$ cat src/rtl/fpep_pkg.sv
// shared types, constants and helpers of the fire panel event frame parser
package fpep_pkg;

    // frame size limit and the frame length counter that follows from it
    localparam int MAX_FRAME_LEN = 1024;
    localparam int LEN_W = $clog2(MAX_FRAME_LEN);
    localparam logic [LEN_W-1:0] LEN_LIMIT = LEN_W'(MAX_FRAME_LEN - 2);
    localparam logic [LEN_W-1:0] LEN_AFTER_START = LEN_W'(4);
    localparam logic [LEN_W-1:0] LEN_END_MIN = LEN_W'(2);

    // event queue between front and back
    localparam int QUEUE_DEPTH = 2;
    localparam int QPTR_W = (QUEUE_DEPTH > 1) ? $clog2(QUEUE_DEPTH) : 1;
    localparam int QCNT_W = $clog2(QUEUE_DEPTH + 1);

    // byte patterns, oldest byte in the top bits
    localparam logic [31:0] MARK_START    = 32'h3138_C4EA;
    localparam logic [31:0] MARK_FIRE     = 32'hBBF0_BEAF;
    localparam logic [31:0] MARK_FEEDBACK = 32'hB7B4_C0A1;
    localparam logic [31:0] MARK_FAULT    = 32'hB9CA_D5CF;
    localparam logic [15:0] MARK_HOST     = 16'hBBFA;
    localparam logic [15:0] MARK_LOOP     = 16'hC2B7;
    localparam logic [15:0] MARK_END      = 16'h0A0A;

    localparam logic [7:0] DIGIT_ZERO = 8'h30;
    localparam logic [7:0] DIGIT_NINE = 8'h39;
    localparam logic [1:0] POINT_DIGITS = 2'd3;

    typedef enum logic [1:0] {
        KIND_NORMAL = 2'd0,
        KIND_FIRE   = 2'd1,
        KIND_FAULT  = 2'd2
    } kind_t;

    typedef struct packed {
        logic       bad;
        logic [3:0] value;
    } digit_t;

    // one classified in-frame byte
    typedef struct packed {
        logic       restart;
        digit_t     pt_digit;
        logic       host_hit;
        digit_t     host_digit;
        logic       loop_hit;
        logic [6:0] loop_value;
        logic       loop_bad;
        logic       fire_hit;
        logic       fault_hit;
        logic       end_hit;
    } event_t;

    typedef struct packed {
        logic              full;
        logic              empty;
        logic [QCNT_W-1:0] count;
    } queue_stat_t;

    typedef struct packed {
        logic [15:0] source_id;
        logic [3:0]  host_number;
        logic [6:0]  loop_number;
        logic [9:0]  point_number;
        kind_t       event_kind;
        logic        digit_error;
    } result_t;

    // ascii digit decode, a non-digit reads as zero and flags an error
    function automatic digit_t digit_of(input logic [7:0] b);
        digit_t d;
        if (b >= DIGIT_ZERO && b <= DIGIT_NINE)
        begin
            d.bad   = 1'b0;
            d.value = 4'(b - DIGIT_ZERO);
        end
        else
        begin
            d.bad   = 1'b1;
            d.value = 4'd0;
        end
        return d;
    endfunction

endpackage

$ cat src/rtl/fire_panel_event_frame_parser_top.sv
// top level of the fire panel event frame parser
//
// fire panel event frame parser: takes one serial byte per transfer on the
// input channel, hunts for the start mark 31 38 C4 EA and collects a frame
// until two line feeds close it; every closed frame gives exactly one result
// transfer with the panel id, host digit, loop number, point number, event
// kind and a digit error flag, and bytes outside a frame give none. the block
// takes one byte per clock cycle while the event queue has room. a result
// passes through the event queue and then the back end's result register
// after its closing byte is taken. the front end classifies each byte
// against the four-byte history in the cycle it is taken; a two-entry event
// queue lets the front keep taking bytes while a result waits on the output,
// and in_ready drops only when that queue is full. panel_id is written
// through the configuration channel (always ready) and must only change
// while the block is idle. no clearing pass is needed after reset.
module fire_panel_event_frame_parser_top (
    input  logic        clk,
    input  logic        rst_n,

    // byte input channel
    input  logic        in_valid,
    output logic        in_ready,
    input  logic [7:0]  rx_byte,

    // result channel
    output logic        out_valid,
    input  logic        out_ready,
    output logic [15:0] source_id,
    output logic [3:0]  host_number,
    output logic [6:0]  loop_number,
    output logic [9:0]  point_number,
    output logic [1:0]  event_kind,
    output logic        digit_error,

    // configuration channel
    input  logic        cfg_valid,
    output logic        cfg_ready,
    input  logic [15:0] panel_id
);

    logic                  panel_id_reg;
    logic [15:0]           panel_id_q_reg;
    logic                  in_accept;
    logic                  push;
    fpep_pkg::event_t      push_ev;
    fpep_pkg::event_t      pop_ev;
    logic                  pop;
    fpep_pkg::queue_stat_t q_stat;
    fpep_pkg::result_t     result;

    // configuration register, taken on every configuration transfer
    assign cfg_ready = 1'b1;

    always_ff @(posedge clk or negedge rst_n)
    begin
        if (!rst_n)
        begin
            panel_id_q_reg <= 16'd0;
            panel_id_reg   <= 1'b0;
        end
        else if (cfg_valid && cfg_ready)
        begin
            panel_id_q_reg <= panel_id;
            panel_id_reg   <= 1'b1;
        end
    end

    // input transfer while the event queue has room
    assign in_ready  = !q_stat.full;
    assign in_accept = in_valid && in_ready;

    fpep_front u_front (
        .clk     (clk),
        .rst_n   (rst_n),
        .accept  (in_accept),
        .rx_byte (rx_byte),
        .push    (push),
        .push_ev (push_ev)
    );

    fpep_queue u_queue (
        .clk     (clk),
        .rst_n   (rst_n),
        .push    (push),
        .push_ev (push_ev),
        .pop     (pop),
        .pop_ev  (pop_ev),
        .stat    (q_stat)
    );

    fpep_back u_back (
        .clk       (clk),
        .rst_n     (rst_n),
        .panel_id  (panel_id_q_reg),
        .ev_valid  (!q_stat.empty),
        .ev        (pop_ev),
        .pop       (pop),
        .out_valid (out_valid),
        .out_ready (out_ready),
        .result    (result)
    );

    // unpack the result register onto the output ports
    assign source_id    = result.source_id;
    assign host_number  = result.host_number;
    assign loop_number  = result.loop_number;
    assign point_number = result.point_number;
    assign event_kind   = result.event_kind;
    assign digit_error  = result.digit_error;

`ifndef SYNTHESIS
    // a new result only appears after the back end took a frame-closing event
    assert property (@(posedge clk) disable iff (!rst_n)
        $rose(out_valid) |-> $past(pop && pop_ev.end_hit))
        else $error("result appeared without a frame close");

    // the event queue never holds more than its depth
    assert property (@(posedge clk) disable iff (!rst_n)
        q_stat.count <= fpep_pkg::QCNT_W'(fpep_pkg::QUEUE_DEPTH))
        else $error("event queue overfilled");

    // captured numbers stay within their decimal digit ranges
    assert property (@(posedge clk) disable iff (!rst_n)
        out_valid |-> (host_number <= 4'd9 && loop_number <= 7'd99 &&
                       point_number <= 10'd999))
        else $error("captured number out of range");

    // a configuration transfer is reflected in the next result source
    assert property (@(posedge clk) disable iff (!rst_n)
        (cfg_valid && cfg_ready) |=> (panel_id_reg && panel_id_q_reg == $past(panel_id)))
        else $error("panel id not captured");
`endif

endmodule

$ cat src/rtl/fpep_front.sv
// front end: byte history, framing and per-byte classification
module fpep_front (
    input  logic            clk,
    input  logic            rst_n,
    input  logic            accept,
    input  logic [7:0]      rx_byte,
    output logic            push,
    output fpep_pkg::event_t push_ev
);

    logic                       in_frame_reg, in_frame_next;
    logic [fpep_pkg::LEN_W-1:0] len_reg, len_next;
    logic [31:0]                hist_reg, hist_next;

    logic                       clr;
    logic [31:0]                hist_base, hist_new;
    logic [fpep_pkg::LEN_W-1:0] len_new;
    fpep_pkg::digit_t           tens, ones;
    logic                       end_hit;

    always_comb
    begin
        // size limit: start the frame over before taking this byte
        clr       = in_frame_reg && (len_reg >= fpep_pkg::LEN_LIMIT);
        hist_base = clr ? 32'd0 : hist_reg;
        hist_new  = {hist_base[23:0], rx_byte};
        len_new   = (clr ? '0 : len_reg) + 1'b1;
        end_hit   = (len_new > fpep_pkg::LEN_END_MIN) &&
                    (hist_new[15:0] == fpep_pkg::MARK_END);
        tens      = fpep_pkg::digit_of(hist_new[31:24]);
        ones      = fpep_pkg::digit_of(hist_new[23:16]);

        push_ev.restart    = clr;
        push_ev.pt_digit   = fpep_pkg::digit_of(rx_byte);
        push_ev.host_hit   = (hist_new[15:0] == fpep_pkg::MARK_HOST);
        push_ev.host_digit = ones;
        push_ev.loop_hit   = (hist_new[15:0] == fpep_pkg::MARK_LOOP);
        push_ev.loop_value = 7'(7'(tens.value) * 7'd10) + 7'(ones.value);
        push_ev.loop_bad   = tens.bad | ones.bad;
        push_ev.fire_hit   = (hist_new == fpep_pkg::MARK_FIRE) ||
                             (hist_new == fpep_pkg::MARK_FEEDBACK);
        push_ev.fault_hit  = (hist_new == fpep_pkg::MARK_FAULT);
        push_ev.end_hit    = end_hit;

        push          = accept && in_frame_reg;
        in_frame_next = in_frame_reg;
        len_next      = len_reg;
        hist_next     = hist_reg;

        if (accept)
        begin
            if (!in_frame_reg)
            begin
                hist_next = hist_new;
                if (hist_new == fpep_pkg::MARK_START)
                begin
                    in_frame_next = 1'b1;
                    len_next      = fpep_pkg::LEN_AFTER_START;
                end
            end
            else if (end_hit)
            begin
                in_frame_next = 1'b0;
                len_next      = '0;
                hist_next     = 32'd0;
            end
            else
            begin
                hist_next = hist_new;
                len_next  = len_new;
            end
        end
    end

    always_ff @(posedge clk or negedge rst_n)
    begin
        if (!rst_n)
        begin
            in_frame_reg <= 1'b0;
            len_reg      <= '0;
            hist_reg     <= 32'd0;
        end
        else
        begin
            in_frame_reg <= in_frame_next;
            len_reg      <= len_next;
            hist_reg     <= hist_next;
        end
    end

endmodule

$ cat src/rtl/fpep_queue.sv
// short event queue between front and back
module fpep_queue (
    input  logic                  clk,
    input  logic                  rst_n,
    input  logic                  push,
    input  fpep_pkg::event_t      push_ev,
    input  logic                  pop,
    output fpep_pkg::event_t      pop_ev,
    output fpep_pkg::queue_stat_t stat
);

    fpep_pkg::event_t            q_mem [fpep_pkg::QUEUE_DEPTH];
    logic [fpep_pkg::QPTR_W-1:0] wr_ptr_reg, wr_ptr_next;
    logic [fpep_pkg::QPTR_W-1:0] rd_ptr_reg, rd_ptr_next;
    logic [fpep_pkg::QCNT_W-1:0] count_reg, count_next;
    logic                        do_push, do_pop;

    localparam logic [fpep_pkg::QPTR_W-1:0] PTR_LAST = fpep_pkg::QPTR_W'(fpep_pkg::QUEUE_DEPTH - 1);
    localparam logic [fpep_pkg::QCNT_W-1:0] CNT_FULL = fpep_pkg::QCNT_W'(fpep_pkg::QUEUE_DEPTH);

    always_comb
    begin
        stat.count = count_reg;
        stat.full  = (count_reg == CNT_FULL);
        stat.empty = (count_reg == '0);
        pop_ev     = q_mem[rd_ptr_reg];
        do_push    = push && !stat.full;
        do_pop     = pop && !stat.empty;

        wr_ptr_next = wr_ptr_reg;
        rd_ptr_next = rd_ptr_reg;
        if (do_push)
            wr_ptr_next = (wr_ptr_reg == PTR_LAST) ? '0 : wr_ptr_reg + 1'b1;
        if (do_pop)
            rd_ptr_next = (rd_ptr_reg == PTR_LAST) ? '0 : rd_ptr_reg + 1'b1;

        count_next = count_reg;
        if (do_push && !do_pop)
            count_next = count_reg + 1'b1;
        else if (do_pop && !do_push)
            count_next = count_reg - 1'b1;
    end

    always_ff @(posedge clk)
    begin
        if (do_push)
            q_mem[wr_ptr_reg] <= push_ev;
    end

    always_ff @(posedge clk or negedge rst_n)
    begin
        if (!rst_n)
        begin
            wr_ptr_reg <= '0;
            rd_ptr_reg <= '0;
            count_reg  <= '0;
        end
        else
        begin
            wr_ptr_reg <= wr_ptr_next;
            rd_ptr_reg <= rd_ptr_next;
            count_reg  <= count_next;
        end
    end

endmodule

$ cat src/rtl/fpep_back.sv
// back end: frame captures, keyword flags and the result register
module fpep_back (
    input  logic              clk,
    input  logic              rst_n,
    input  logic [15:0]       panel_id,
    input  logic              ev_valid,
    input  fpep_pkg::event_t  ev,
    output logic              pop,
    output logic              out_valid,
    input  logic              out_ready,
    output fpep_pkg::result_t result
);

    logic [3:0]  host_reg, host_next;
    logic [6:0]  loop_reg, loop_next;
    logic [9:0]  point_reg, point_next;
    logic [1:0]  left_reg, left_next;
    logic        fire_reg, fire_next;
    logic        fault_reg, fault_next;
    logic        bad_reg, bad_next;
    logic        out_valid_reg, out_valid_next;
    fpep_pkg::result_t result_reg, result_next;

    logic [3:0]  h;
    logic [6:0]  l;
    logic [9:0]  p;
    logic [1:0]  left;
    logic        fire, fault, bad;
    logic [9:0]  scale;
    logic [19:0] scaled;
    fpep_pkg::result_t res;

    always_comb
    begin
        h     = host_reg;
        l     = loop_reg;
        p     = point_reg;
        left  = left_reg;
        fire  = fire_reg;
        fault = fault_reg;
        bad   = bad_reg;

        if (ev.restart)
        begin
            h     = 4'd0;
            l     = 7'd0;
            p     = 10'd0;
            left  = 2'd0;
            fire  = 1'b0;
            fault = 1'b0;
            bad   = 1'b0;
        end

        // point digits after the loop marker
        if (left != 2'd0)
        begin
            p    = 10'(14'(p) * 14'd10 + 14'(ev.pt_digit.value));
            bad  = bad | ev.pt_digit.bad;
            left = left - 2'd1;
        end

        if (ev.host_hit)
        begin
            h   = ev.host_digit.value;
            bad = bad | ev.host_digit.bad;
        end
        else if (ev.loop_hit)
        begin
            l    = ev.loop_value;
            p    = 10'd0;
            left = fpep_pkg::POINT_DIGITS;
            bad  = bad | ev.loop_bad;
        end

        fire  = fire | ev.fire_hit;
        fault = fault | ev.fault_hit;

        // missing point digits count as zeros
        unique case (left)
            2'd0: scale = 10'd1;
            2'd1: scale = 10'd10;
            2'd2: scale = 10'd100;
            2'd3: scale = 10'd1000;
        endcase
        scaled = 20'(p) * 20'(scale);

        res.source_id    = panel_id;
        res.host_number  = h;
        res.loop_number  = l;
        res.point_number = scaled[9:0];
        res.event_kind   = fire ? fpep_pkg::KIND_FIRE :
                           (fault ? fpep_pkg::KIND_FAULT : fpep_pkg::KIND_NORMAL);
        res.digit_error  = bad | (left != 2'd0);

        // only a frame close waits for the result register to free up
        pop = ev_valid && (!ev.end_hit || !out_valid_reg || out_ready);

        host_next      = host_reg;
        loop_next      = loop_reg;
        point_next     = point_reg;
        left_next      = left_reg;
        fire_next      = fire_reg;
        fault_next     = fault_reg;
        bad_next       = bad_reg;
        result_next    = result_reg;
        out_valid_next = out_ready ? 1'b0 : out_valid_reg;

        if (pop)
        begin
            if (ev.end_hit)
            begin
                host_next      = 4'd0;
                loop_next      = 7'd0;
                point_next     = 10'd0;
                left_next      = 2'd0;
                fire_next      = 1'b0;
                fault_next     = 1'b0;
                bad_next       = 1'b0;
                result_next    = res;
                out_valid_next = 1'b1;
            end
            else
            begin
                host_next  = h;
                loop_next  = l;
                point_next = p;
                left_next  = left;
                fire_next  = fire;
                fault_next = fault;
                bad_next   = bad;
            end
        end
    end

    always_ff @(posedge clk or negedge rst_n)
    begin
        if (!rst_n)
        begin
            host_reg      <= 4'd0;
            loop_reg      <= 7'd0;
            point_reg     <= 10'd0;
            left_reg      <= 2'd0;
            fire_reg      <= 1'b0;
            fault_reg     <= 1'b0;
            bad_reg       <= 1'b0;
            out_valid_reg <= 1'b0;
        end
        else
        begin
            host_reg      <= host_next;
            loop_reg      <= loop_next;
            point_reg     <= point_next;
            left_reg      <= left_next;
            fire_reg      <= fire_next;
            fault_reg     <= fault_next;
            bad_reg       <= bad_next;
            out_valid_reg <= out_valid_next;
        end
    end

    always_ff @(posedge clk)
    begin
        result_reg <= result_next;
    end

    assign out_valid = out_valid_reg;
    assign result    = result_reg;

endmodule
$ cat config.mk
export PLATFORM = sky130hd
export DESIGN_NAME = fire_panel_event_frame_parser_top
export DESIGN_NICKNAME = d
export VERILOG_FILES = /design/src/rtl/fpep_pkg.sv /design/src/rtl/fire_panel_event_frame_parser_top.sv /design/src/rtl/fpep_front.sv /design/src/rtl/fpep_queue.sv /design/src/rtl/fpep_back.sv
export SDC_FILE = /design/constraint.sdc
export NUM_CORES = 1
export LEC_CHECK = 0
export ABC_CLOCK_PERIOD_IN_PS = 11800
export BUFFER_PORTS_ARGS = -buffer_cell sky130_fd_sc_hd__buf_2
export CORE_ASPECT_RATIO = 0.8
export CORE_MARGIN = 3
export CORE_UTILIZATION = 48
export DETAILED_ROUTE_END_ITERATION = 8
export GPL_TIMING_DRIVEN = 0
export HOLD_SLACK_MARGIN = 0.06
export PLACE_DENSITY = 0.71
export SLEW_MARGIN = 0
export SYNTH_ARGS = -nofsm -noshare
export SYNTH_HDL_FRONTEND = slang
export SYNTH_SLANG_ARGS = --single-unit
$ cat constraint.sdc
create_clock -name clk -period 11.8 [get_ports clk]
set_input_delay 1.18 -clock clk [delete_from_list [all_inputs] [get_ports clk]]
set_output_delay 1.18 -clock clk [all_outputs]
set_load 0.02 [all_outputs]
After elaboration in Yosys (flattened, before gate mapping)
Memory sizes are Yosys's and may differ from the RTL's.
Index checks and enable logic that the tools add are counted.
- register bits: 122
- logic and storage cells: 141
- RAM bits: 48
- output and inout port bits: 43
- memories: 1
- bits of input ports: 29
- bitwise logic cells: 7
- eq/ne operators: 11
- mux-type cells: 50
- add/subtract/negate cells: 11
- $mul: 3
- $lt $le $gt $ge: 8
- reductions and logical operators: 29
- memory list (memory ; words ; width ; rd ports ; clocked after memory_dff ; write ports ; RTL line ; source):
    u_queue.q_mem ; 2 ; 24 ; 1 ; 0 ; 1 ; fpep_queue.sv:12 ; fpep_pkg::event_t q_mem [fpep_pkg::QUEUE_DEPTH];
- operator list (cell ; count):
    $eq A32 B32 Y1 const B ; 3
    $mux W10 ; 9
    $mux W24 ; 3
    $pmux W10 S4 ; 1
    $eq A16 B16 Y1 const B ; 2
    $eq A32 B30 Y1 const B ; 1
    $mux W7 ; 4
    $ge A8 B6 Y1 const B ; 3
    $le A8 B6 Y1 const B ; 3
    $mux W1 ; 19
    $eq A16 B12 Y1 const B ; 1
    $mux W2 ; 8
    $mux W5 ; 3
    $logic_and A1 B1 Y1 ; 12
    $mux W4 ; 3
    $sub A4 B1 Y4 const B ; 3
    $add A10 B1 Y10 const B ; 1
    $add A10 B4 Y10 ; 1
    $ge A10 B10 Y1 const B ; 1
    $gt A10 B2 Y1 const B ; 1
    $mul A10 B10 Y10 ; 1
    $mul A10 B3 Y9 const B ; 1
    $reduce_bool A2 Y1 ; 4
    $add A7 B4 Y7 ; 1
    other kinds (11) ; 30

Depth between registers and ports, before layout
Gate-level depths: netlist (run 1).
- word-level depth: 9
- mapped depth: 27
- depth with buffers taken out: 24

Cells and area by module
From an unflattened synthesis (run 1), not the netlist that was laid out.
- cell total of the unflattened synthesis: 821
- area total of the unflattened synthesis: 9567.9 um^2
- by module, submodules not included (module ; seq. area each (um^2) ; instances ; cells an instance ; area an instance (um^2)):
    fpep_back ; 1876.8 ; 1 ; 415 ; 4411.7
    fpep_front ; 875.8 ; 1 ; 273 ; 2451.1
    fpep_queue ; 1541.5 ; 1 ; 94 ; 2030.7
    fire_panel_event_frame_parser_top ; 400.4 ; 1 ; 39 ; 674.4

Least setup slack after synthesis (run 1)
OpenSTA, ideal clock, no wires.
- path type: register to register
- from: register u_queue.rd_ptr_reg
- to: register u_back.result_reg, in the netlist u_back.result[12] (data pin)
- data required time: 11536 ps
- arrival: 6770 ps
- cell stages (with the launch flop): 27
- period minus slack after synthesis: 7033 ps
- path buffers: 3
- setup time: 264 ps
- path slack: 4767 ps
- path through: dfrtp_1 clkbuf_1 mux2i_1 clkbuf_1 clkbuf_1 and2_1 ha_1 ha_1 fa_1 xor2_1 and3_1 xnor2_1 a211oi_1 nand2_1 fa_1 fa_1 fa_1 inv_1 fa_1 inv_1 fa_1 inv_1 ha_1 a21oi_1 o21ai_0 xnor2_1 xnor2_1
- RTL lines (item ; RTL line ; source):
    start: declaration ; fpep_queue.sv:14 ; logic [fpep_pkg::QPTR_W-1:0] rd_ptr_reg, rd_ptr_next;
    start signal: assignment ; fpep_queue.sv:61 ; rd_ptr_reg <= rd_ptr_next;
    end signal: assignment ; fpep_back.sv:163 ; result_reg <= result_next;
    end: declaration ; fpep_back.sv:22 ; fpep_pkg::result_t result_reg, result_next;

==> results of run 1 <==
## per-layer routing
layer,routed length [um],global-route usage,up-vias
li1,-,-,3131
met1,9651,0.2859,3162
met2,8392,0.3004,214
met3,1255,0.04890,16
met4,235,0.05867,0
met5,0,0,-
## worst max-delay path by stage
stage / start / endpoint / slack [ps] / cells past startpoint
after CTS: u_queue.rd_ptr_reg / u_back.result[12] / 3630 / 24
after global placement: u_queue.rd_ptr_reg / u_back.result[12] / 3690 / 24
after floorplan: u_queue.rd_ptr_reg / u_back.result[12] / 4770 / 26
final: u_queue.rd_ptr_reg / u_back.result[12] / 3630 / 24
after global routing: u_queue.rd_ptr_reg / u_back.result[12] / 3070 / 24
after detailed placement: u_queue.rd_ptr_reg / u_back.result[12] / 3670 / 24
## layout make-up
class | instances | area, um2
flip-flops and latches | 168 | 4634
well taps | 253 | 316.6
repair buffers | 72 | 422.9
clock buffers | 17 | 425.4
fillers | 1576 | 7934
multi-input cells | 565 | 4197
plain buffers | 30 | 123.9
inverters | 54 | 207.7
clock inverters | 15 | 181.4
## per-stage QoR
stage,power [mW],cell area [um2],setup WS (ps),hold WS [ps]
2_1_floorplan,0.7050,9153,4767,421.0
3_3_place_gp,0.7312,9814,3692,422.5
3_5_place_dp,0.7349,9902,3672,430.2
4_1_cts,1.281,10510,3631,439.3
5_1_grt,1.317,10510,3071,453.0
6_report,1.271,10510,3630,440.4
## kinds of logic after synthesis
family,count (synthesis),synth area share
flops,168,0.5068
other cells,2,0.0008212
buf+inv,84,0.03626
simple gates,265,0.1479
compound gates,149,0.1133
fa+ha+maj,70,0.1130
xor+xnor,38,0.03639
mux,39,0.04556
## cells in the final DEF (no fill, tap or decap), types with 8 or more instances in the layout
cell and n:
a21o_1 8, a21oi_1 23, a22o_1 35, and2_1 29, and3_1 16, buf_2 71
clkbuf_1 23, clkbuf_16 17, dfrtp_1 82, edfxtp_1 86, fa_1 21, ha_1 49
inv_1 53, mux2_2 21, mux2i_1 18, nand2_1 88, nand3_1 23, nor2_1 39
nor3_1 15, nor4_1 8, o21ai_0 40, xnor2_1 29, xor2_1 9
## power groups by stage
stage	clock (mW)	combinational, mW	sequential (mW)
global placement	0	0.0621	0.669
finish	0.548	0.0646	0.658
global route	0.582	0.0736	0.662
CTS	0.558	0.0653	0.658
detailed placement	0	0.0650	0.670
floorplan	0	0.0431	0.662
==> flow_metrics.tcl, run 1 <==
set metrics [dict create \
    cts_hold_buffers 0 \
    clkPwrFrac 0.431 \
    cp_cell_sequence "clkbuf_1, mux2i_1, clkbuf_1, clkbuf_1, and2_1, ha_1, ha_1, fa_1, xnor2_1, a211oi_1, nand2_1, fa_1, fa_1, fa_1, inv_1, fa_1, inv_1, fa_1, xor2_1, xnor2_1, xnor2_1, xnor2_1, xnor2_1, xnor2_1" \
    synth-async-reset-ratio 0.4881 \
    dp_hpwl_um 14730 \
    end_kind "flip-flop" \
    pwr-share-seq 0.518 \
    die_h_um 129.5 \
    finalCritPeriodShare 0.6924 \
    ys_top_cells_by_count "88 x nand2_1, 86 x edfxtp_1, 82 x dfrtp_1" \
    nets 1007 \
    die_area_mm2 0.02075 \
    ys_seq_area_frac 0.5068 \
    power_density_mw_per_mm2 121.0 \
    reg2reg_slack_ps 3630 \
    diodes 0 \
    vias 6523 \
    syn_to_final_growth_pct 14.91 \
    ios 72 \
    cts_root_buffer "clkbuf_16" \
    drv_slew 0 \
    wl_per_cell_um 16.64 \
    cpPeakStageDelay_ps 730 \
    worstSkewPairLatency_ps 430 \
    post-route-util 0.5698 \
    cts_buffer_depth 2 \
    htreeDepth 4 \
    worst_pin_slew_ps 1137 \
    worstSetupPathType "reg -> reg" \
    grt_pass1_vias 6354 \
    cts.sinks 168 \
    cp.required_ps 11970 \
    syn_area_mm2 0.009145 \
    holdPathEnd "u_back.result[31]" \
    hold_depth 0 \
    synth_edf_count 86 \
    yosysTopAreaCell "edfxtp_1" \
    first_iter_violations 422 \
    largest_reg_flops 46 \
    crit_slowest_cell "a211oi_1" \
    crit_family "adder cells" \
    syn-instance-count 815 \
    worst_ep_arrival_time_ps 8340 \
    r2r_start "u_queue.rd_ptr_reg" \
    pwr-share-comb 0.051 \
    totalWireLength_um 19540 \
    p_int_uw 953.8 \
    cts-buffers-inserted 17 \
    ff2ff_path_depth 24 \
    status "complete, no violations" \
    r2r-end "u_back.result[12]" \
    initial_utilization 0.4959 \
    irDropWorstVdd_v 0.0001002 \
    yosysWarnings 0 \
    hold_start "panel_id_q_reg[7]" \
    hold_viol_final 0 \
    finalSetupViolCount 0 \
    switchingPower_uw 317.2 \
    clkTransAtPathRegs_ps 70 \
    dr.pass1.iters 5 \
    start_kind "flip-flop" \
    min_period_ps 8170 \
    postSynthAreaPerCell_um2 11.22 \
    cts_resized 0 \
    grt_max_degree 46 \
    max_slew_margin 0.2421 \
    p_leak_nw 4.545 \
    synth.most_common_cell "nand2_1" \
    postCtsSetupBuffers 0 \
    ys_ff_latch 168 \
    path_buf_inv 5 \
    io_buffer_count 69 \
    grt_pass1_wl_um 33120 \
    antenna_found_initial 0 \
    synthTopCellsByArea "edfxtp_1 28%, dfrtp_1 22%, ha_1 6.7%" \
    worstPathMaxFanout 10 \
    yosysUniqueCellTypes 67 \
    switching_share 0.2496 \
    hold_class "reg -> reg" \
    fin_skew_ps 12.51 \
    cts_tree "done" \
    viasPerCell 5.556 \
    track_usage 0.1984 \
    max_freq_ghz 0.1224 \
    overflow 0 \
    final.setup.tns_ps 0 \
    route.antenna.remaining_nets 0 \
    maxCapViolCount 0 \
    synth_top_area_frac 0.2824 \
    fp.coreArea_mm2 0.01844 \
    dp.cells 1142 \
    place.gp.congestion 0.9020 \
    fin_cells 1174 \
    fp-row-count 44 \
    layout-drive-gt1-share 0.1564 \
    drc 0 \
    die_x_um 160.3 \
    grt_setup_unrepaired "false" \
    synthFlopType "edfxtp_1" \
]
Power figures use the tool's default switching activity.
==> run 2: changes to the inputs <==
ABC_CLOCK_PERIOD_IN_PS = 8550   (was 11800)
clock period = 8.55 ns   (was 11.8 ns; I/O delays follow)
==> run 2 against run 1 <==
Effect of this change: largest power group unchanged; total power rose by 38%; fmax rose by 2.5%; die area did not move; worst hold slack got worse by 39 ps; combinational power rose by 38%; cell count barely moved; largest cell class unchanged; setup slack got worse by 3100 ps; clock power rose by 38%; highest routed layer unchanged.
==> flow_metrics.tcl, run 2 (synthesized netlist as in run 1, its figures left out) <==
set metrics [dict create \
    worstSkewPairLatency_ps 430 \
    dp.cells 1142 \
    cts-buffers-inserted 17 \
    grt_setup_unrepaired "false" \
    min_period_ps 7972 \
    grt_pass1_vias 6354 \
    dp_hpwl_um 14730 \
    postCtsSetupBuffers 0 \
    die_area_mm2 0.02075 \
    fillers 1575 \
    worstSetupPathType "reg -> reg" \
    drv_slew 0 \
    cts_buffer_depth 2 \
    regArea_mm2 0.004634 \
    antenna_found_initial 0 \
    overflow 0 \
    max_freq_ghz 0.1254 \
    crit_slowest_cell "dfrtp_1" \
    worst_ep_arrival_time_ps 8150 \
    vias 6480 \
    route.antenna.remaining_nets 0 \
    finalCritPeriodShare 0.9324 \
    final.setup.tns_ps 0 \
    fin_cells 1173 \
    first_iter_violations 449 \
    htreeDepth 4 \
    layout-drive-gt1-share 0.1576 \
    start_kind "flip-flop" \
    nets 1006 \
    grt_max_degree 46 \
    io_buffer_count 69 \
    finalSetupViolCount 0 \
    totalWireLength_um 19560 \
    hold_viol_final 0 \
    multiInputGateArea_mm2 0.004202 \
    clkTransAtPathRegs_ps 70 \
    die_x_um 160.3 \
    hold_class "in -> async" \
    die_h_um 129.5 \
    initial_utilization 0.4959 \
    status "complete, no violations" \
    dr.pass1.iters 5 \
    final_common_cell "nand2_1" \
    p_leak_nw 4.544 \
    power_density_mw_per_mm2 167.0 \
    maxCapViolCount 0 \
    diodes 0 \
    worstPathMaxFanout 10 \
    syn_to_final_growth_pct 14.93 \
    fin_skew_ps 12.41 \
    irDropWorstVdd_v 0.0001391 \
    cp.required_ps 8720 \
    worst_pin_slew_ps 1136 \
    ios 72 \
    viasPerCell 5.524 \
    cpPeakStageDelay_ps 620 \
    end_kind "flip-flop" \
    cts_tree "done" \
    fp.coreArea_mm2 0.01844 \
    fp-row-count 44 \
    cts_root_buffer "clkbuf_16" \
    track_usage 0.1984 \
    max_slew_margin 0.2424 \
    place.gp.congestion 0.9020 \
    layout_common_cells "88 x nand2_1, 86 x edfxtp_1, 82 x dfrtp_1" \
    cts.sinks 168 \
    grt_pass1_wl_um 33120 \
    drc 0 \
    wl_per_cell_um 16.68 \
    largest_reg_flops 46 \
]
-- run 2: repair_timing --
| action | CTS | global route |
|---|---|---|
| endpoints found under the hold margin | 0 | 0 |
| resized for setup | 0 | 1 |
| setup endpoints to repair | 0 | 1 |
| hold buffers | 0 | 0 |
-- run 2: final cells by class --
class                   instances  area share
plain buffers                  29     0.01143
clock buffers                  17     0.04048
clock inverters                15     0.01726
inverters                      54     0.01976
multi-input cells             565      0.3998
flip-flops and latches        168      0.4410
well taps                     253     0.03012
repair buffers                 72     0.04024
-- run 2: worst max-delay path: cells and delay by family (launching register included) --
| family | cells | cell delay, ps |
|---|---|---|
| XOR/XNOR | 8 | 1390 |
| AO/OA/AOI/OAI | 1 | 460 |
| multiplexers | 1 | 410 |
| flip-flops | 1 | 620 |
| buffers and inverters | 4 | 900 |
| adder cells (fa/ha/maj) | 8 | 3290 |
| AND/OR/NAND/NOR | 3 | 660 |
-- run 2: where the power goes --
| group | switching [mW] | internal, mW | total, mW |
|---|---|---|---|
| Clock | 0.363 | 0.394 | 0.758 |
| Sequential | 0.0300 | 0.878 | 0.908 |
| Combinational | 0.0456 | 0.0435 | 0.0891 |
| Total | 0.439 | 1.32 | 1.76 |
-- run 2: per-stage QoR --
stage	setup WS (ps)	power [mW]	util	area, um2	hold slack (ps)
2_1_floorplan	1517	0.9730	-	9153	421.0
3_3_place_gp	441.9	1.009	0.5322	9814	422.5
3_5_place_dp	421.7	1.014	0.5369	9902	430.2
4_1_cts	381.4	1.768	0.5698	10510	408.9
5_1_grt	145.4	1.818	0.5699	10510	440.9
6_report	578.0	1.755	0.5699	10510	401.9
-- run 2: final timing paths --
| path | to | slack (ps) | cells past startpoint | from |
|---|---|---|---|---|
| setup / recovery | u_back.result[12] | 580 | 25 | u_queue.rd_ptr_reg |
| hold / removal | u_front.len_reg[5] | 400 | 1 | rst_n |
| setup reg to reg | u_back.result[12] | 580 | 25 | u_queue.rd_ptr_reg |
| hold reg to reg | u_back.result[31] | 440 | 0 | panel_id_q_reg[7] |
| max in group asynchronous | u_back.point_reg[3] | 7530 | 2 | rst_n |
| min in group clk | u_back.result[31] | 440 | 0 | panel_id_q_reg[7] |
-- run 2: routing by layer --
layer | part of all wire | track usage
met2 | 0.43 | 0.3004
met5 | 0 | 0
met3 | 0.070 | 0.04890
met4 | 0.012 | 0.05867
met1 | 0.49 | 0.2859
